$ cat src/rtl/core/hrv_pkg.sv
// hrv_pkg: types, codes, constants and helpers shared by the request validator
// depends on nothing; used by every file under rtl/core except hrv_intf
package hrv_pkg;

  localparam int unsigned APB_ADDR_W = 6;
  localparam int unsigned APB_DATA_W = 64;

  localparam int unsigned FIFO_DEPTH = 4;
  localparam int unsigned FIFO_PTR_W = $clog2(FIFO_DEPTH);

  localparam int unsigned STR_LEN_W = 4;
  localparam logic [STR_LEN_W-1:0] STR_MAX  = 4'd8;
  localparam logic [STR_LEN_W-1:0] STR_OVER = 4'd9;

  localparam int unsigned NL_W = 9;

  localparam logic [7:0] CHAR_DOT   = 8'h2E;
  localparam logic [7:0] CHAR_SLASH = 8'h2F;
  localparam logic [7:0] CHAR_NL    = 8'h0A;

  localparam logic [63:0] RST_ALLOWED_METHOD = 64'd7628135;
  localparam logic        RST_METHOD_ENABLE  = 1'b1;
  localparam logic [63:0] RST_EXT [4] = '{
    64'd465692813358, 64'd1954051118, 64'd1936941870, 64'd7563822
  };
  localparam logic [2:0]  RST_EXT_COUNT    = 3'd4;
  localparam logic [7:0]  RST_HEADER_LIMIT = 8'd50;

  // suspicious words, last character in the low byte
  localparam int unsigned BAD_WORDS = 10;
  localparam logic [47:0] BAD_PAT [BAD_WORDS] = '{
    48'h0000_6578_6563, // exec
    48'h0000_6576_616c, // eval
    48'h7379_7374_656d, // system
    48'h0000_0063_6d64, // cmd
    48'h7363_7269_7074, // script
    48'h7061_7373_7764, // passwd
    48'h7368_6164_6f77, // shadow
    48'h636f_6e66_6967, // config
    48'h0000_0070_6870, // php
    48'h0000_0061_7370  // asp
  };
  localparam logic [47:0] BAD_MASK [BAD_WORDS] = '{
    48'h0000_ffff_ffff, 48'h0000_ffff_ffff, 48'hffff_ffff_ffff,
    48'h0000_00ff_ffff, 48'hffff_ffff_ffff, 48'hffff_ffff_ffff,
    48'hffff_ffff_ffff, 48'hffff_ffff_ffff, 48'h0000_00ff_ffff,
    48'h0000_00ff_ffff
  };

  typedef enum logic [1:0] {
    PART_METHOD = 2'd0,
    PART_PATH   = 2'd1,
    PART_HEADER = 2'd2,
    PART_NONE   = 2'd3
  } part_e;

  typedef enum logic [1:0] {
    VERDICT_OK         = 2'd0,
    VERDICT_BAD_METHOD = 2'd1,
    VERDICT_BAD_PATH   = 2'd2,
    VERDICT_HEADERS    = 2'd3
  } verdict_e;

  typedef enum logic [2:0] {
    REG_ALLOWED_METHOD = 3'd0,
    REG_METHOD_ENABLE  = 3'd1,
    REG_EXT_0          = 3'd2,
    REG_EXT_1          = 3'd3,
    REG_EXT_2          = 3'd4,
    REG_EXT_3          = 3'd5,
    REG_EXT_COUNT      = 3'd6,
    REG_HEADER_LIMIT   = 3'd7
  } reg_idx_e;

  typedef struct packed {
    part_e      part;
    logic [7:0] ch;
    logic       last;
    logic       is_dot;
    logic       is_slash;
    logic       is_nl;
  } ent_t;

  typedef struct packed {
    logic [63:0] allowed_method;
    logic        method_enable;
    logic [2:0]  ext_count;
    logic [7:0]  header_limit;
  } cfg_t;

  function automatic logic [7:0] fold_byte(logic [7:0] c);
    logic [7:0] r;
    r = c;
    if (c >= 8'h41 && c <= 8'h5A) r = c + 8'h20;
    return r;
  endfunction

  function automatic logic bad_word_hit(logic [47:0] w);
    logic hit;
    hit = 1'b0;
    for (int i = 0; i < BAD_WORDS; i++) begin
      if ((w & BAD_MASK[i]) == BAD_PAT[i]) hit = 1'b1;
    end
    return hit;
  endfunction

endpackage

$ cat src/rtl/core/hrv_intf.sv
// hrv_intf: valid/ready channels for request bytes and verdicts
// depends on nothing
interface hrv_byte_if;
  logic       valid;
  logic       ready;
  logic [1:0] req_type;
  logic [7:0] char_byte;
  logic       end_of_request;

  modport source (output valid, req_type, char_byte, end_of_request, input ready);
  modport sink   (input valid, req_type, char_byte, end_of_request, output ready);
endinterface

interface hrv_verdict_if;
  logic       valid;
  logic       ready;
  logic [1:0] verdict;

  modport source (output valid, verdict, input ready);
  modport sink   (input valid, verdict, output ready);
endinterface

$ cat src/rtl/core/http_request_validator.sv
// http_request_validator: top level; front end, byte queue, back end, register file
// depends on hrv_pkg, hrv_intf, hrv_cfg_regs, hrv_front, hrv_fifo, hrv_back
//
//   channel   dir  payload                                handshake
//   req_i     in   req_type, char_byte, end_of_request    valid / ready
//   rsp_o     out  verdict                                valid / ready
//   apb       in   paddr, pwdata -> prdata                psel, penable, pready
//
// one byte per cycle sustained while the byte queue is not full; a verdict is registered
// in the back end after its last byte has passed through the byte queue
// the four-entry byte queue decouples intake from the back end, so req_i only
// stalls when the queue fills behind a verdict that rsp_o has not taken
// a byte at the head of the queue waits on rsp_o only when it is final; reset clears
// all request state and restores the register defaults
module http_request_validator #(
  parameter int unsigned PATH_MAX_LEN    = 255,
  parameter int unsigned EXTENSION_SLOTS = 4
) (
  input  logic                            clk_i,
  input  logic                            rst_ni,
  hrv_byte_if.sink                        req_i,
  hrv_verdict_if.source                   rsp_o,
  input  logic                            psel,
  input  logic                            penable,
  input  logic                            pwrite,
  input  logic [hrv_pkg::APB_ADDR_W-1:0] paddr,
  input  logic [hrv_pkg::APB_DATA_W-1:0] pwdata,
  output logic [hrv_pkg::APB_DATA_W-1:0] prdata,
  output logic                            pready
);

  localparam int unsigned LEN_W = $clog2(PATH_MAX_LEN + 2);

  hrv_pkg::cfg_t cfg;
  logic [63:0]   ext_slot [EXTENSION_SLOTS];
  hrv_pkg::ent_t push_ent, pop_ent;
  logic          push, pop, full, avail;

  hrv_cfg_regs #(
    .EXTENSION_SLOTS(EXTENSION_SLOTS)
  ) u_cfg (
    .clk_i, .rst_ni, .psel, .penable, .pwrite, .paddr, .pwdata, .prdata, .pready,
    .cfg_o(cfg), .ext_slot_o(ext_slot)
  );

  hrv_front u_front (
    .req(req_i), .full_i(full), .push_o(push), .ent_o(push_ent)
  );

  hrv_fifo u_fifo (
    .clk_i, .rst_ni, .push_i(push), .wdata_i(push_ent), .full_o(full),
    .pop_i(pop), .valid_o(avail), .rdata_o(pop_ent)
  );

  hrv_back #(
    .PATH_MAX_LEN(PATH_MAX_LEN), .EXTENSION_SLOTS(EXTENSION_SLOTS), .LEN_W(LEN_W)
  ) u_back (
    .clk_i, .rst_ni, .ent_valid_i(avail), .ent_i(pop_ent), .ent_pop_o(pop),
    .cfg_i(cfg), .ext_slot_i(ext_slot), .rsp(rsp_o)
  );

endmodule

$ cat src/rtl/core/hrv_cfg_regs.sv
// hrv_cfg_regs: apb register file for the method word, extension slots and limits
// depends on hrv_pkg
module hrv_cfg_regs #(
  parameter int unsigned EXTENSION_SLOTS = 4
) (
  input  logic                            clk_i,
  input  logic                            rst_ni,
  input  logic                            psel,
  input  logic                            penable,
  input  logic                            pwrite,
  input  logic [hrv_pkg::APB_ADDR_W-1:0] paddr,
  input  logic [hrv_pkg::APB_DATA_W-1:0] pwdata,
  output logic [hrv_pkg::APB_DATA_W-1:0] prdata,
  output logic                            pready,
  output hrv_pkg::cfg_t                   cfg_o,
  output logic [63:0]                     ext_slot_o [EXTENSION_SLOTS]
);

  hrv_pkg::reg_idx_e idx;
  logic              wr_en;
  logic [63:0]       ext_q [EXTENSION_SLOTS];
  logic [63:0]       method_q;
  logic              enable_q;
  logic [2:0]        count_q;
  logic [7:0]        limit_q;

  assign pready = 1'b1;
  assign idx    = hrv_pkg::reg_idx_e'(paddr[hrv_pkg::APB_ADDR_W-1:3]);
  assign wr_en  = psel && penable && pwrite;

  always_ff @(posedge clk_i or negedge rst_ni) begin
    if (!rst_ni) begin
      method_q <= hrv_pkg::RST_ALLOWED_METHOD;
      enable_q <= hrv_pkg::RST_METHOD_ENABLE;
      count_q  <= hrv_pkg::RST_EXT_COUNT;
      limit_q  <= hrv_pkg::RST_HEADER_LIMIT;
      for (int k = 0; k < EXTENSION_SLOTS; k++) ext_q[k] <= hrv_pkg::RST_EXT[k];
    end else if (wr_en) begin
      if (idx == hrv_pkg::REG_ALLOWED_METHOD) method_q <= pwdata;
      if (idx == hrv_pkg::REG_METHOD_ENABLE)  enable_q <= pwdata[0];
      if (idx == hrv_pkg::REG_EXT_COUNT)      count_q  <= pwdata[2:0];
      if (idx == hrv_pkg::REG_HEADER_LIMIT)   limit_q  <= pwdata[7:0];
      for (int k = 0; k < EXTENSION_SLOTS; k++) begin
        if (idx == hrv_pkg::reg_idx_e'(3'(hrv_pkg::REG_EXT_0) + 3'(k))) ext_q[k] <= pwdata;
      end
    end
  end

  always_comb begin
    prdata = '0;
    unique case (idx)
      hrv_pkg::REG_ALLOWED_METHOD: prdata = method_q;
      hrv_pkg::REG_METHOD_ENABLE:  prdata = {63'd0, enable_q};
      hrv_pkg::REG_EXT_0, hrv_pkg::REG_EXT_1, hrv_pkg::REG_EXT_2, hrv_pkg::REG_EXT_3: begin
        for (int k = 0; k < EXTENSION_SLOTS; k++) begin
          if (idx == hrv_pkg::reg_idx_e'(3'(hrv_pkg::REG_EXT_0) + 3'(k))) prdata = ext_q[k];
        end
      end
      hrv_pkg::REG_EXT_COUNT:      prdata = {61'd0, count_q};
      hrv_pkg::REG_HEADER_LIMIT:   prdata = {56'd0, limit_q};
    endcase
  end

  assign cfg_o.allowed_method = method_q;
  assign cfg_o.method_enable  = enable_q;
  assign cfg_o.ext_count      = count_q;
  assign cfg_o.header_limit   = limit_q;
  assign ext_slot_o           = ext_q;

endmodule

$ cat src/rtl/core/hrv_front.sv
// hrv_front: takes request bytes, folds case and tags the characters the back end tests
// depends on hrv_pkg, hrv_intf
module hrv_front (
  hrv_byte_if.sink      req,
  input  logic          full_i,
  output logic          push_o,
  output hrv_pkg::ent_t ent_o
);

  logic [7:0] folded;

  assign folded    = hrv_pkg::fold_byte(req.char_byte);
  assign req.ready = !full_i;
  assign push_o    = req.valid && !full_i;

  always_comb begin
    ent_o.part     = hrv_pkg::part_e'(req.req_type);
    ent_o.ch       = folded;
    ent_o.last     = req.end_of_request;
    ent_o.is_dot   = (folded == hrv_pkg::CHAR_DOT);
    ent_o.is_slash = (folded == hrv_pkg::CHAR_SLASH);
    ent_o.is_nl    = (req.char_byte == hrv_pkg::CHAR_NL);
  end

endmodule

$ cat src/rtl/core/hrv_fifo.sv
// hrv_fifo: short queue of classified bytes between front and back end
// depends on hrv_pkg
module hrv_fifo (
  input  logic          clk_i,
  input  logic          rst_ni,
  input  logic          push_i,
  input  hrv_pkg::ent_t wdata_i,
  output logic          full_o,
  input  logic          pop_i,
  output logic          valid_o,
  output hrv_pkg::ent_t rdata_o
);

  localparam int unsigned PW = hrv_pkg::FIFO_PTR_W;

  hrv_pkg::ent_t mem_q [hrv_pkg::FIFO_DEPTH];
  logic [PW:0]   wr_q, wr_d;
  logic [PW:0]   rd_q, rd_d;

  assign full_o  = (wr_q[PW] != rd_q[PW]) && (wr_q[PW-1:0] == rd_q[PW-1:0]);
  assign valid_o = (wr_q != rd_q);
  assign rdata_o = mem_q[rd_q[PW-1:0]];
  assign wr_d    = wr_q + (PW+1)'(push_i);
  assign rd_d    = rd_q + (PW+1)'(pop_i);

  always_ff @(posedge clk_i or negedge rst_ni) begin
    if (!rst_ni) begin
      wr_q <= '0;
      rd_q <= '0;
    end else begin
      wr_q <= wr_d;
      rd_q <= rd_d;
    end
  end

  always_ff @(posedge clk_i) begin
    if (push_i) mem_q[wr_q[PW-1:0]] <= wdata_i;
  end

endmodule

$ cat src/rtl/core/hrv_back.sv
// hrv_back: per-request state, path pattern checks and the verdict register
// depends on hrv_pkg, hrv_intf
module hrv_back #(
  parameter int unsigned PATH_MAX_LEN    = 255,
  parameter int unsigned EXTENSION_SLOTS = 4,
  parameter int unsigned LEN_W           = 9
) (
  input  logic          clk_i,
  input  logic          rst_ni,
  input  logic          ent_valid_i,
  input  hrv_pkg::ent_t ent_i,
  output logic          ent_pop_o,
  input  hrv_pkg::cfg_t cfg_i,
  input  logic [63:0]   ext_slot_i [EXTENSION_SLOTS],
  hrv_verdict_if.source rsp
);

  localparam int unsigned SW = hrv_pkg::STR_LEN_W;

  logic [63:0]     mword_q, mword_n, mword_d;
  logic [SW-1:0]   mlen_q, mlen_n, mlen_d;
  logic [LEN_W-1:0] plen_q, plen_n, plen_d;
  logic [39:0]     recent_q, recent_n, recent_d;
  logic            rej_q, rej_n, rej_d;
  logic            dot_q, dot_n, dot_d;
  logic [63:0]     eword_q, eword_n, eword_d;
  logic [SW-1:0]   elen_q, elen_n, elen_d;
  logic [hrv_pkg::NL_W-1:0] nl_q, nl_n, nl_d;

  logic              out_valid_q, out_valid_d;
  hrv_pkg::verdict_e verdict_q, verdict_d, judged;
  logic [47:0]       window;
  logic              ext_ok, method_ok, path_bad, take_last;

  assign ent_pop_o   = ent_valid_i && (!ent_i.last || !out_valid_q || rsp.ready);
  assign take_last   = ent_pop_o && ent_i.last;
  assign window      = {recent_q, ent_i.ch};
  assign rsp.valid   = out_valid_q;
  assign rsp.verdict = verdict_q;

  // state after this byte
  always_comb begin
    mword_n  = mword_q;
    mlen_n   = mlen_q;
    plen_n   = plen_q;
    recent_n = recent_q;
    rej_n    = rej_q;
    dot_n    = dot_q;
    eword_n  = eword_q;
    elen_n   = elen_q;
    nl_n     = nl_q;
    case (ent_i.part)
      hrv_pkg::PART_METHOD: begin
        if (mlen_q < hrv_pkg::STR_MAX) begin
          for (int i = 0; i < 8; i++) begin
            if (mlen_q == SW'(i)) mword_n[8*i +: 8] = ent_i.ch;
          end
          mlen_n = mlen_q + SW'(1);
        end else begin
          mlen_n = hrv_pkg::STR_OVER;
        end
      end
      hrv_pkg::PART_PATH: begin
        if (plen_q == '0 && ent_i.is_dot) rej_n = 1'b1;
        if (plen_q != '0 && recent_q[7:0] == ent_i.ch && (ent_i.is_dot || ent_i.is_slash))
          rej_n = 1'b1;
        if (hrv_pkg::bad_word_hit(window)) rej_n = 1'b1;
        recent_n = window[39:0];
        if (plen_q < LEN_W'(PATH_MAX_LEN + 1)) plen_n = plen_q + LEN_W'(1);
        if (ent_i.is_dot) begin
          dot_n   = 1'b1;
          eword_n = {56'd0, hrv_pkg::CHAR_DOT};
          elen_n  = SW'(1);
        end else if (dot_q) begin
          if (elen_q < hrv_pkg::STR_MAX) begin
            for (int i = 0; i < 8; i++) begin
              if (elen_q == SW'(i)) eword_n[8*i +: 8] = ent_i.ch;
            end
            elen_n = elen_q + SW'(1);
          end else begin
            elen_n = hrv_pkg::STR_OVER;
          end
        end
      end
      hrv_pkg::PART_HEADER: begin
        if (ent_i.is_nl && !nl_q[hrv_pkg::NL_W-1]) nl_n = nl_q + hrv_pkg::NL_W'(1);
      end
      default: ;
    endcase
  end

  // verdict on the state after the last byte; checks in priority order
  always_comb begin
    ext_ok = 1'b0;
    if (dot_n && elen_n <= hrv_pkg::STR_MAX) begin
      for (int i = 0; i < EXTENSION_SLOTS; i++) begin
        if (3'(i) < cfg_i.ext_count && ext_slot_i[i] == eword_n) ext_ok = 1'b1;
      end
    end
    method_ok = cfg_i.method_enable && mlen_n <= hrv_pkg::STR_MAX &&
                mword_n == cfg_i.allowed_method;
    path_bad  = plen_n == '0 || plen_n > LEN_W'(PATH_MAX_LEN) || rej_n || !ext_ok;
    if (!method_ok)                              judged = hrv_pkg::VERDICT_BAD_METHOD;
    else if (path_bad)                           judged = hrv_pkg::VERDICT_BAD_PATH;
    else if (nl_n > {1'b0, cfg_i.header_limit}) judged = hrv_pkg::VERDICT_HEADERS;
    else                                         judged = hrv_pkg::VERDICT_OK;
  end

  always_comb begin
    mword_d  = take_last ? '0 : mword_n;
    mlen_d   = take_last ? '0 : mlen_n;
    plen_d   = take_last ? '0 : plen_n;
    recent_d = take_last ? '0 : recent_n;
    rej_d    = take_last ? 1'b0 : rej_n;
    dot_d    = take_last ? 1'b0 : dot_n;
    eword_d  = take_last ? '0 : eword_n;
    elen_d   = take_last ? '0 : elen_n;
    nl_d     = take_last ? '0 : nl_n;
    out_valid_d = out_valid_q;
    verdict_d   = verdict_q;
    if (take_last) begin
      out_valid_d = 1'b1;
      verdict_d   = judged;
    end else if (rsp.ready) begin
      out_valid_d = 1'b0;
    end
  end

  always_ff @(posedge clk_i or negedge rst_ni) begin
    if (!rst_ni) begin
      mword_q     <= '0;
      mlen_q      <= '0;
      plen_q      <= '0;
      recent_q    <= '0;
      rej_q       <= 1'b0;
      dot_q       <= 1'b0;
      eword_q     <= '0;
      elen_q      <= '0;
      nl_q        <= '0;
      out_valid_q <= 1'b0;
    end else begin
      out_valid_q <= out_valid_d;
      if (ent_pop_o) begin
        mword_q  <= mword_d;
        mlen_q   <= mlen_d;
        plen_q   <= plen_d;
        recent_q <= recent_d;
        rej_q    <= rej_d;
        dot_q    <= dot_d;
        eword_q  <= eword_d;
        elen_q   <= elen_d;
        nl_q     <= nl_d;
      end
    end
  end

  always_ff @(posedge clk_i) begin
    verdict_q <= verdict_d;
  end

endmodule

$ cat src/flat_wrapper.sv
// flat-port wrapper written by rule: the top's interface ports become plain ports
module http_request_validator_flat 
#(
  parameter int unsigned PATH_MAX_LEN    = 255,
  parameter int unsigned EXTENSION_SLOTS = 4
)
  (clk_i, rst_ni, psel, penable, pwrite, paddr, pwdata, prdata, pready, req_i_valid, req_i_req_type, req_i_char_byte, req_i_end_of_request, req_i_ready, rsp_o_valid, rsp_o_verdict, rsp_o_ready);
  hrv_byte_if req_i_i ();
  hrv_verdict_if rsp_o_i ();
  input  logic clk_i;
  input  logic rst_ni;
  input  logic psel;
  input  logic penable;
  input  logic pwrite;
  input  logic [hrv_pkg::APB_ADDR_W-1:0] paddr;
  input  logic [hrv_pkg::APB_DATA_W-1:0] pwdata;
  output logic [hrv_pkg::APB_DATA_W-1:0] prdata;
  output logic pready;
  input wire logic [$bits(req_i_i.valid)-1:0] req_i_valid;
  input wire logic [$bits(req_i_i.req_type)-1:0] req_i_req_type;
  input wire logic [$bits(req_i_i.char_byte)-1:0] req_i_char_byte;
  input wire logic [$bits(req_i_i.end_of_request)-1:0] req_i_end_of_request;
  output wire logic [$bits(req_i_i.ready)-1:0] req_i_ready;
  output wire logic [$bits(rsp_o_i.valid)-1:0] rsp_o_valid;
  output wire logic [$bits(rsp_o_i.verdict)-1:0] rsp_o_verdict;
  input wire logic [$bits(rsp_o_i.ready)-1:0] rsp_o_ready;
  assign req_i_i.valid = req_i_valid;
  assign req_i_i.req_type = req_i_req_type;
  assign req_i_i.char_byte = req_i_char_byte;
  assign req_i_i.end_of_request = req_i_end_of_request;
  assign req_i_ready = req_i_i.ready;
  assign rsp_o_valid = rsp_o_i.valid;
  assign rsp_o_verdict = rsp_o_i.verdict;
  assign rsp_o_i.ready = rsp_o_ready;
  http_request_validator #(.PATH_MAX_LEN(PATH_MAX_LEN), .EXTENSION_SLOTS(EXTENSION_SLOTS)) u_core (.clk_i(clk_i), .rst_ni(rst_ni), .req_i(req_i_i), .rsp_o(rsp_o_i), .psel(psel), .penable(penable), .pwrite(pwrite), .paddr(paddr), .pwdata(pwdata), .prdata(prdata), .pready(pready));
endmodule
$ cat config.mk
export PLATFORM = sky130hd
export DESIGN_NAME = http_request_validator_flat
export DESIGN_NICKNAME = d
export VERILOG_FILES = /design/src/rtl/core/hrv_pkg.sv /design/src/rtl/core/hrv_intf.sv /design/src/rtl/core/http_request_validator.sv /design/src/rtl/core/hrv_cfg_regs.sv /design/src/rtl/core/hrv_front.sv /design/src/rtl/core/hrv_fifo.sv /design/src/rtl/core/hrv_back.sv /design/src/flat_wrapper.sv
export SDC_FILE = /design/constraint.sdc
export NUM_CORES = 1
export LEC_CHECK = 0
export BUFFER_PORTS_ARGS = -buffer_cell sky130_fd_sc_hd__clkbuf_2
export CAP_MARGIN = 20
export CORE_MARGIN = 4
export CORE_UTILIZATION = 55
export DETAILED_ROUTE_END_ITERATION = 10
export PLACE_DENSITY = 0.73
export SLEW_MARGIN = 5
export SYNTH_ARGS = -nofsm -noshare
export SYNTH_HDL_FRONTEND = slang
export SYNTH_SLANG_ARGS = --single-unit
$ cat constraint.sdc
create_clock -name clk_i -period 4.55 [get_ports clk_i]
set_input_delay 0.6825 -clock clk_i [delete_from_list [all_inputs] [get_ports clk_i]]
set_output_delay 0.6825 -clock clk_i [all_outputs]
set_load 0.05 [all_outputs]
==> impl_metrics.tcl, run 1 <==
set metrics [dict create \
    ctsRootBufferMaster "clkbuf_16" \
    fin_hold_ws_ns 0.108 \
    rsz0062_at_grt "no" \
    cts_tree "yes" \
    cts_buffers 61 \
    critPathRequiredTime_ns 4.94 \
    die_height_um 252 \
    mostFrequentLayoutCells "449 x dfrtp_1, 324 x mux2_2, 251 x buf_4" \
    chipWidth_um 252 \
    max_freq_mhz 223 \
    num_rows 89 \
    gp_congestion 1.07 \
    slew_violations 0 \
    crit_path_start "u_core.u_fifo.rd_q[0]$_DFF_PN0_" \
    yosys_most_used_dff "dfrtp_1" \
    seqCellArea_um2 15200 \
    fin_crit_ns 4.48 \
    htreeDepth 2 \
    yosysUniqueCellTypes 84 \
    p_per_area_nw_per_um2 592 \
    ys_warn_count 0 \
    synth_cells 3060 \
    slew_headroom_pct 24.0 \
    fillers 4554 \
    vias 28900 \
    fin_setup_tns_ns 0 \
    async_flop_share_pct 90.2 \
    worst-slew-pin-transition_ns 1.14 \
    clock_path_buffers 3 \
    multi_input_area_um2 16700 \
    num_io_pins 157 \
    cts_sinks 593 \
    antenna_found_initial 6 \
    critPathMaxStageDelay_ns 0.63 \
    worst_clock_skew_ns 0.0312 \
    core_um2 59000 \
    synth_seq_area_share_pct 46.5 \
    drt_wl_total_mm 140 \
    worstSetupEndpoint "u_core.u_back.rsp.verdict[1]$_SDFFCE_PN0P_" \
    worst_slack_ns 0.0720 \
    grt_pass1_vias 28000 \
    clk_pin_slew_ns 0.06 \
    slowest_stage "or4b_1" \
    grt_pass1_wl_mm 200 \
    r2r-start "u_core.u_fifo.rd_q[0]$_DFF_PN0_" \
    via_per_inst 6.92 \
    worstReg2RegEnd "u_core.u_back.rsp.verdict[1]$_SDFFCE_PN0P_" \
    r2r_cells 13 \
    portBuffers 152 \
    synth_nets 3172 \
    irDropWorstVdd_v 0.000494 \
    syn_area_um2 32700 \
    ys_top_cells_by_area "dfrtp_1 34%, mux2_2 11%, dfstp_2 6.8%, mux2i_1 5.7%, edfxtp_1 5.3%" \
    first_iter_violations 3937 \
    power_leakage_nw 16.5 \
    syn_to_final_growth_pct 17.0 \
    nets 3462 \
    crit_arrival_ns 4.87 \
    startpoint_type "flop" \
    layout-drive-gt1-share_pct 29.2 \
    hpwl_mm 105 \
    avgRoutedWirePerCell_um 33.6 \
    cp_top_family "simple AND/OR/NAND/NOR gates" \
    hold_viol 0 \
    status "complete, no violations" \
    end_kind "flop" \
    dr.pass1.iters 6 \
    setup_viol 0 \
    grt.total_usage_pct 43.3 \
    place_ws_ns 0.0980 \
    period_share_pct 98.4 \
    path_class "reg2reg" \
    path_buf_inv 3 \
    crit_chain "mux4_2 -> nand2b_2 -> buf_12 -> buf_4 -> o21ai_0 -> a21oi_1 -> or4b_1 -> or4_1 -> nor4_2 -> nand4_1 -> nand4_1 -> buf_4 -> a31oi_1" \
    path_max_fanout 18 \
    insertion_delay_ns 0.66 \
    start_util_pct 55.5 \
    yosysTopAreaCell "dfrtp_1" \
    grt_overflow_total 0 \
    crit_cells 13 \
    cap_violations 0 \
    synth-edff-count 58 \
    yosys_register_bits 593 \
    design.die.area_um2 63500 \
    synth_top_area_share_pct 34.4 \
    final_common_cell "dfrtp_1" \
    route.detailed.drc 0 \
    rrSetupSlack_ns 0.07 \
    ant_nets 0 \
    synth_area_per_cell_um2 10.7 \
    grt_max_degree 107 \
    hp-class "in2async" \
]
power by group:
| part | leakage (nW) | switching, W | total [W] | internal [W] |
|---|---|---|---|---|
| combinational | 8.06 | 0.00643 | 0.00952 | 0.00309 |
| clock | 1.07 | 0.00224 | 0.00543 | 0.00319 |
| sequential | 7.37 | 0.00135 | 0.00774 | 0.00639 |
area by class of cell:
| class | count | share of cell area, % |
|---|---|---|
| Antenna cell | 2 | 0.0131 |
| Sequential cell | 593 | 39.8 |
| Clock inverter | 25 | 0.918 |
| Multi-Input combinational cell | 2237 | 43.7 |
| Clock buffer | 89 | 4.71 |
| Tap cell | 773 | 2.52 |
| Timing Repair Buffer | 424 | 8.09 |
| Inverter | 33 | 0.323 |
timing repair:
| action | CTS | global route |
|---|---|---|
| buffers inserted | 0 | 1 |
| setup endpoints to repair | 0 | 2 |
| hold buffers | 0 | 0 |
| endpoints found under the hold margin | 0 | 0 |
| gates resized for setup | 0 | 7 |
synthesized netlist by cell type, types with 7 or more instances:
cell type	count
a22oi_1	7
nand3_1	50
xnor2_1	121
dfrtp_1	450
or3_1	12
inv_1	33
nor3_1	28
a22o_1	115
and2_1	23
nor3b_1	9
nand2b_1	15
nor4b_1	11
o21a_1	12
ha_1	24
clkbuf_1	160
mux2i_1	188
edfxtp_1	58
or4_1	12
xor2_1	95
buf_2	9
nand2_1	231
o21ai_0	117
buf_1	23
mux4_2	14
nand3b_1	12
nor2_1	147
and3_1	67
nor4bb_1	8
o22ai_1	75
nand4_1	61
nand4b_1	8
a221oi_1	13
o21ai_1	17
a21oi_1	208
a31oi_1	18
mux2_2	324
nor2b_1	8
a32o_1	10
a211oi_1	11
dfstp_2	85
or2_2	7
o2111ai_1	7
nor4_1	55
worst register-to-register path, delay by kind of cell (launching register included):
family          cells  cell delay, ns
simple gates        6            2.07
mux                 1            0.61
compound gates      3            0.57
buf+inv             3            0.56
flops               1            0.46
cell families (layout without fill, tap and decap cells):
logic type / count (synthesis) / in the layout / share of synthesized area, %
buffers and inverters: 230 / 571 / 2.74
XOR/XNOR: 216 / 216 / 5.78
AND/OR/NAND/NOR: 805 / 805 / 13.1
multiplexers: 526 / 526 / 17.9
flip-flops: 593 / 593 / 46.5
AO/OA/AOI/OAI: 665 / 665 / 13.1
adder cells (fa/ha/maj): 24 / 24 / 0.917
other: 1 / 3 / 0.0115
flip-flops by register name (all words and copies together) (netlist names):
signal / cells
u_core.u_fifo.mem_q: 56
u_core.u_cfg.method_q: 64
u_core.u_back.mlen_q: 4
u_core.u_back.eword_q: 64
u_core.u_back.nl_q: 9
u_core.u_cfg.limit_q: 8
u_core.u_back.rej_q: 1
u_core.u_back.elen_q: 4
u_core.u_back.plen_q: 9
u_core.u_back.mword_q: 64
u_core.u_cfg.enable_q: 1
u_core.u_back.dot_q: 1
u_core.u_fifo.wr_q: 3
u_core.u_back.rsp.verdict: 2
u_core.u_fifo.rd_q: 3
u_core.u_back.recent_q: 40
u_core.u_back.rsp.valid: 1
u_core.u_cfg.ext_slot_o: 256
u_core.u_cfg.count_q: 3
layer usage:
| metal | GRT usage, % | wire, µm | share of wire [%] | vias to the layer above |
|---|---|---|---|---|
| li1 | - | - | - | 11900 |
| met1 | 59.8 | 55400 | 39 | 14700 |
| met2 | 65.3 | 61000 | 44 | 1840 |
| met3 | 11.5 | 16200 | 12 | 430 |
| met4 | 18.0 | 7550 | 5.4 | 12 |
| met5 | 0 | 80 | 0.057 | - |
through the flow:
step | cell area (µm²) | utilization [%] | total power [W] | std cells
final | 38300 | 64.9 | 0.0227 | 4176
after global routing | 38300 | 64.9 | 0.0232 | 4174
after CTS | 38300 | 64.9 | 0.0223 | 4173
after detailed placement | 36100 | 61.2 | 0.0169 | 4059
after global placement | 36100 | 61.2 | 0.0166 | 4057
after floorplan | 32700 | - | 0.0122 | 3060
worst min path at each step:
stage / startpoint / to / slack, ns
2_1_floorplan: rst_ni / u_core.u_back.dot_q$_DFFE_PN0P_ / 0.39
3_3_place_gp: u_core.u_back.eword_q[34]$_DFFE_PN0P_ / u_core.u_back.eword_q[34]$_DFFE_PN0P_ / 0.46
3_5_place_dp: u_core.u_back.eword_q[34]$_DFFE_PN0P_ / u_core.u_back.eword_q[34]$_DFFE_PN0P_ / 0.47
4_1_cts: rst_ni / u_core.u_cfg.ext_slot_o[146]$_DFFE_PN0P_ / 0.13
5_1_grt: rst_ni / u_core.u_cfg.ext_slot_o[139]$_DFFE_PN0P_ / 0.13
6_report: rst_ni / u_core.u_cfg.ext_slot_o[146]$_DFFE_PN0P_ / 0.11
(Power assumes the default switching activity.)
==> inputs of run 2 (changes only) <==
ABC_AREA = 1   (was not set)
==> run 2 against run 1 <==
  * Sequential share of layout area is 0.33 points lower
  * Count of clock-buffer cells in the layout is 14 higher
  * Synthesized cell count is 50% higher
  * Die area is 3.6% higher
  * Area after synthesis is 3.7% higher
  * Largest cell class unchanged
  * Sequential cell count stayed put
  * Global-route usage is 4.8 points lower
  * Critical path type unchanged
  * Routed wire length is 7.4% lower
  * Final cell count is 33% higher
  * Clock skew is 0.0047 ns lower
==> impl_metrics.tcl, run 2 <==
set metrics [dict create \
    htreeDepth 3 \
    avgRoutedWirePerCell_um 23.4 \
    place_area_um2 36400 \
    fin_hold_ws_ns 0.152 \
    path_class "reg2reg" \
    r2r_cells 22 \
    layout-drive-gt1-share_pct 11.3 \
    rrSetupSlack_ns 0.32 \
    ant_nets 0 \
    synth_common_cells "1374 x nand2_1, 607 x o21ai_0, 601 x inv_1" \
    num_io_pins 157 \
    ctsRootBufferMaster "clkbuf_16" \
    grt_pass1_wl_mm 193 \
    startpoint_type "flop" \
    design.die.area_um2 65800 \
    seqPwrFrac_pct 32.6 \
    end_kind "flop" \
    dr.pass1.iters 7 \
    gp_congestion 1.04 \
    cts_resized 0 \
    p_per_area_nw_per_um2 588 \
    hold_viol 0 \
    p_int_w 0.0123 \
    via_per_inst 6.11 \
    async_flop_share_pct 90.2 \
    synth_cells 4605 \
    synth_area_per_cell_um2 7.37 \
    hpwl_mm 92.6 \
    worstReg2RegEnd "u_core.u_back.rsp.verdict[1]$_SDFFCE_PN0P_" \
    first_iter_violations 5042 \
    slew_headroom_pct 31.9 \
    power_frac_clock_pct 24.0 \
    clock_path_buffers 3 \
    ys_warn_count 0 \
    yosys_register_bits 593 \
    path_max_fanout 37 \
    largest_register_ff_count 256 \
    mostFrequentLayoutCells "1368 x nand2_1, 607 x o21ai_0, 601 x inv_1" \
    cts_sinks 593 \
    antenna_found_initial 1 \
    hold_buffers 0 \
    syn_area_um2 33900 \
    hp-class "in2async" \
    clk_pin_slew_ns 0.06 \
    grt.total_usage_pct 38.5 \
    cap_violations 0 \
    p_comb_share_pct 43.3 \
    p_sw_w 0.0104 \
    irDropWorstVdd_v 0.000762 \
    power_leakage_nw 18.4 \
    cts_tree "yes" \
    period_share_pct 92.9 \
    core_um2 60700 \
    swShare_pct 45.9 \
    design_area_um2 38600 \
    grt_pass1_vias 31300 \
    r2r-start "u_core.u_fifo.rd_q[0]$_DFF_PN0_" \
    cts_buffers 67 \
    synth_seq_area_share_pct 44.9 \
    synth_top_area_share_pct 33.2 \
    chipWidth_um 256 \
    yosys.area_share.adder_pct 0.885 \
    fillers 5385 \
    slew_violations 0 \
    synth_top_family_by_area "simple AND/OR/NAND/NOR gates" \
    critPathRequiredTime_ns 4.91 \
    insertion_delay_ns 0.62 \
    fin_crit_ns 4.23 \
    yosysUniqueCellTypes 58 \
    max_freq_mhz 237 \
    num_rows 90 \
    vias 33900 \
    antennaDiodeCount 0 \
    worst_clock_skew_ns 0.0264 \
    syn_to_final_growth_pct 13.8 \
    final_common_cell "nand2_1" \
    fin_setup_tns_ns 0 \
    drt_wl_total_mm 130 \
    yosysTopAreaCell "dfrtp_1" \
    route.detailed.drc 0 \
    crit_arrival_ns 4.59 \
    grt_max_degree 113 \
    synth_nets 4717 \
    portBuffers 152 \
    grt_overflow_total 0 \
    synth_compound_area_share_pct 15.4 \
    worst-slew-pin-transition_ns 1.01 \
    power.total_w 0.0227 \
    synthSimpleGateAreaFrac_pct 28.0 \
    status "complete, no violations" \
    ys_top_cells_by_area "dfrtp_1 33%, nand2_1 15%, o21ai_0 9.0%, inv_1 6.6%, dfstp_2 6.6%" \
    synthMostInstantiatedCell "nand2_1" \
    setup_viol 0 \
    synth.area.mux_share_pct 0.0295 \
    synth_xor_area_share_pct 1.16 \
    die_height_um 256 \
    rsz0062_at_grt "no" \
    yosys_most_used_dff "dfrtp_1" \
    start_util_pct 55.9 \
    cts_setup_buffers 0 \
    synth-edff-count 58 \
    nets 4829 \
]
run 2: changes by cell type after synthesis, sizes merged, moves of 51 or more:
cell | previous run | this run
nand2 | 232 | 1387
inv | 33 | 609
o21ai | 134 | 645
mux2 | 324 | 0
nand3 | 50 | 304
mux2i | 188 | 1
a21oi | 208 | 49
xnor2 | 121 | 1
nor2 | 147 | 266
a22o | 115 | 20
nand4 | 61 | 138
and3 | 67 | 2
xor2 | 95 | 44
run 2: kinds of logic (layout without fill, tap and decap cells):
| family | after synthesis | count (layout) |
|---|---|---|
| buffers and inverters | 827 | 992 |
| adders and majority gates | 24 | 24 |
| AOI/OAI and AO/OA | 930 | 930 |
| muxes | 1 | 1 |
| xor gates and xnor gates | 45 | 45 |
| and+or+nand+nor | 2184 | 2184 |
| other | 1 | 1 |
| DFF | 593 | 593 |
run 2: how the worst max path moves through the flow:
stage | to | depth (start not counted) | start
2_1_floorplan | prdata[3] | 7 | paddr[4]
3_3_place_gp | u_core.u_back.rsp.verdict[1]$_SDFFCE_PN0P_ | 23 | u_core.u_fifo.rd_q[0]$_DFF_PN0_
3_5_place_dp | u_core.u_back.rsp.verdict[1]$_SDFFCE_PN0P_ | 22 | u_core.u_fifo.rd_q[0]$_DFF_PN0_
4_1_cts | u_core.u_back.rsp.verdict[1]$_SDFFCE_PN0P_ | 22 | u_core.u_fifo.rd_q[0]$_DFF_PN0_
5_1_grt | u_core.u_back.rsp.verdict[1]$_SDFFCE_PN0P_ | 22 | u_core.u_fifo.rd_q[0]$_DFF_PN0_
6_report | u_core.u_back.rsp.verdict[1]$_SDFFCE_PN0P_ | 22 | u_core.u_fifo.rd_q[0]$_DFF_PN0_
run 2: critical path: stages (launching register included):
cell and delay (ns):
dfrtp_1 0.38, buf_4 0.19, inv_2 0.23, buf_4 0.27
nand2_1 0.07, nand3_1 0.08, nand2_2 0.27, nand3b_4 0.49
buf_12 0.31, nand3_1 0.23, nand2_1 0.08, nand2_1 0.16
nand3_1 0.09, nor2_1 0.10, nand2_1 0.16, nor2_1 0.15
nand3_1 0.08, nand2_1 0.07, inv_1 0.04, nand2_1 0.25
nand3_1 0.11, nand2_1 0.08, inv_1 0.03
run 2: power groups by stage:
stage	Sequential [W]	Clock [W]	Combinational [W]
6_report	0.00741	0.00546	0.00984
4_1_cts	0.00736	0.00549	0.00943
3_5_place_dp	0.00744	0	0.00936
3_3_place_gp	0.00741	0	0.00925
5_1_grt	0.00750	0.00571	0.0105
2_1_floorplan	0.00716	0	0.00587
run 2: area by class of cell:
class / count / area (µm²) / share of cell area, %
Multi-Input combinational cell: 3185 / 15500 / 40.2
Sequential cell: 593 / 15200 / 39.4
Timing Repair Buffer: 254 / 2390 / 6.20
Inverter: 616 / 2310 / 5.99
Clock buffer: 103 / 2000 / 5.17
Tap cell: 782 / 978 / 2.53
Clock inverter: 19 / 179 / 0.463
run 2: metal layers:
layer / wire (µm) / up-vias / track usage [%] / part of all wire (%)
met5: 13 / - / 0 / 0.010
met4: 9080 / 2 / 22.0 / 7.0
met3: 17900 / 431 / 11.3 / 14
met2: 54500 / 2201 / 55.8 / 42
met1: 48300 / 15900 / 51.6 / 37
li1: - / 15400 / - / -
run 2: stage by stage:
step	utilization, %	setup WS, ns	instances
2_1_floorplan	-	1.13	4605
3_3_place_gp	60.0	0.514	5428
3_5_place_dp	60.0	0.537	5428
4_1_cts	63.6	0.501	5550
5_1_grt	63.6	0.0819	5552
6_report	63.6	0.323	5552
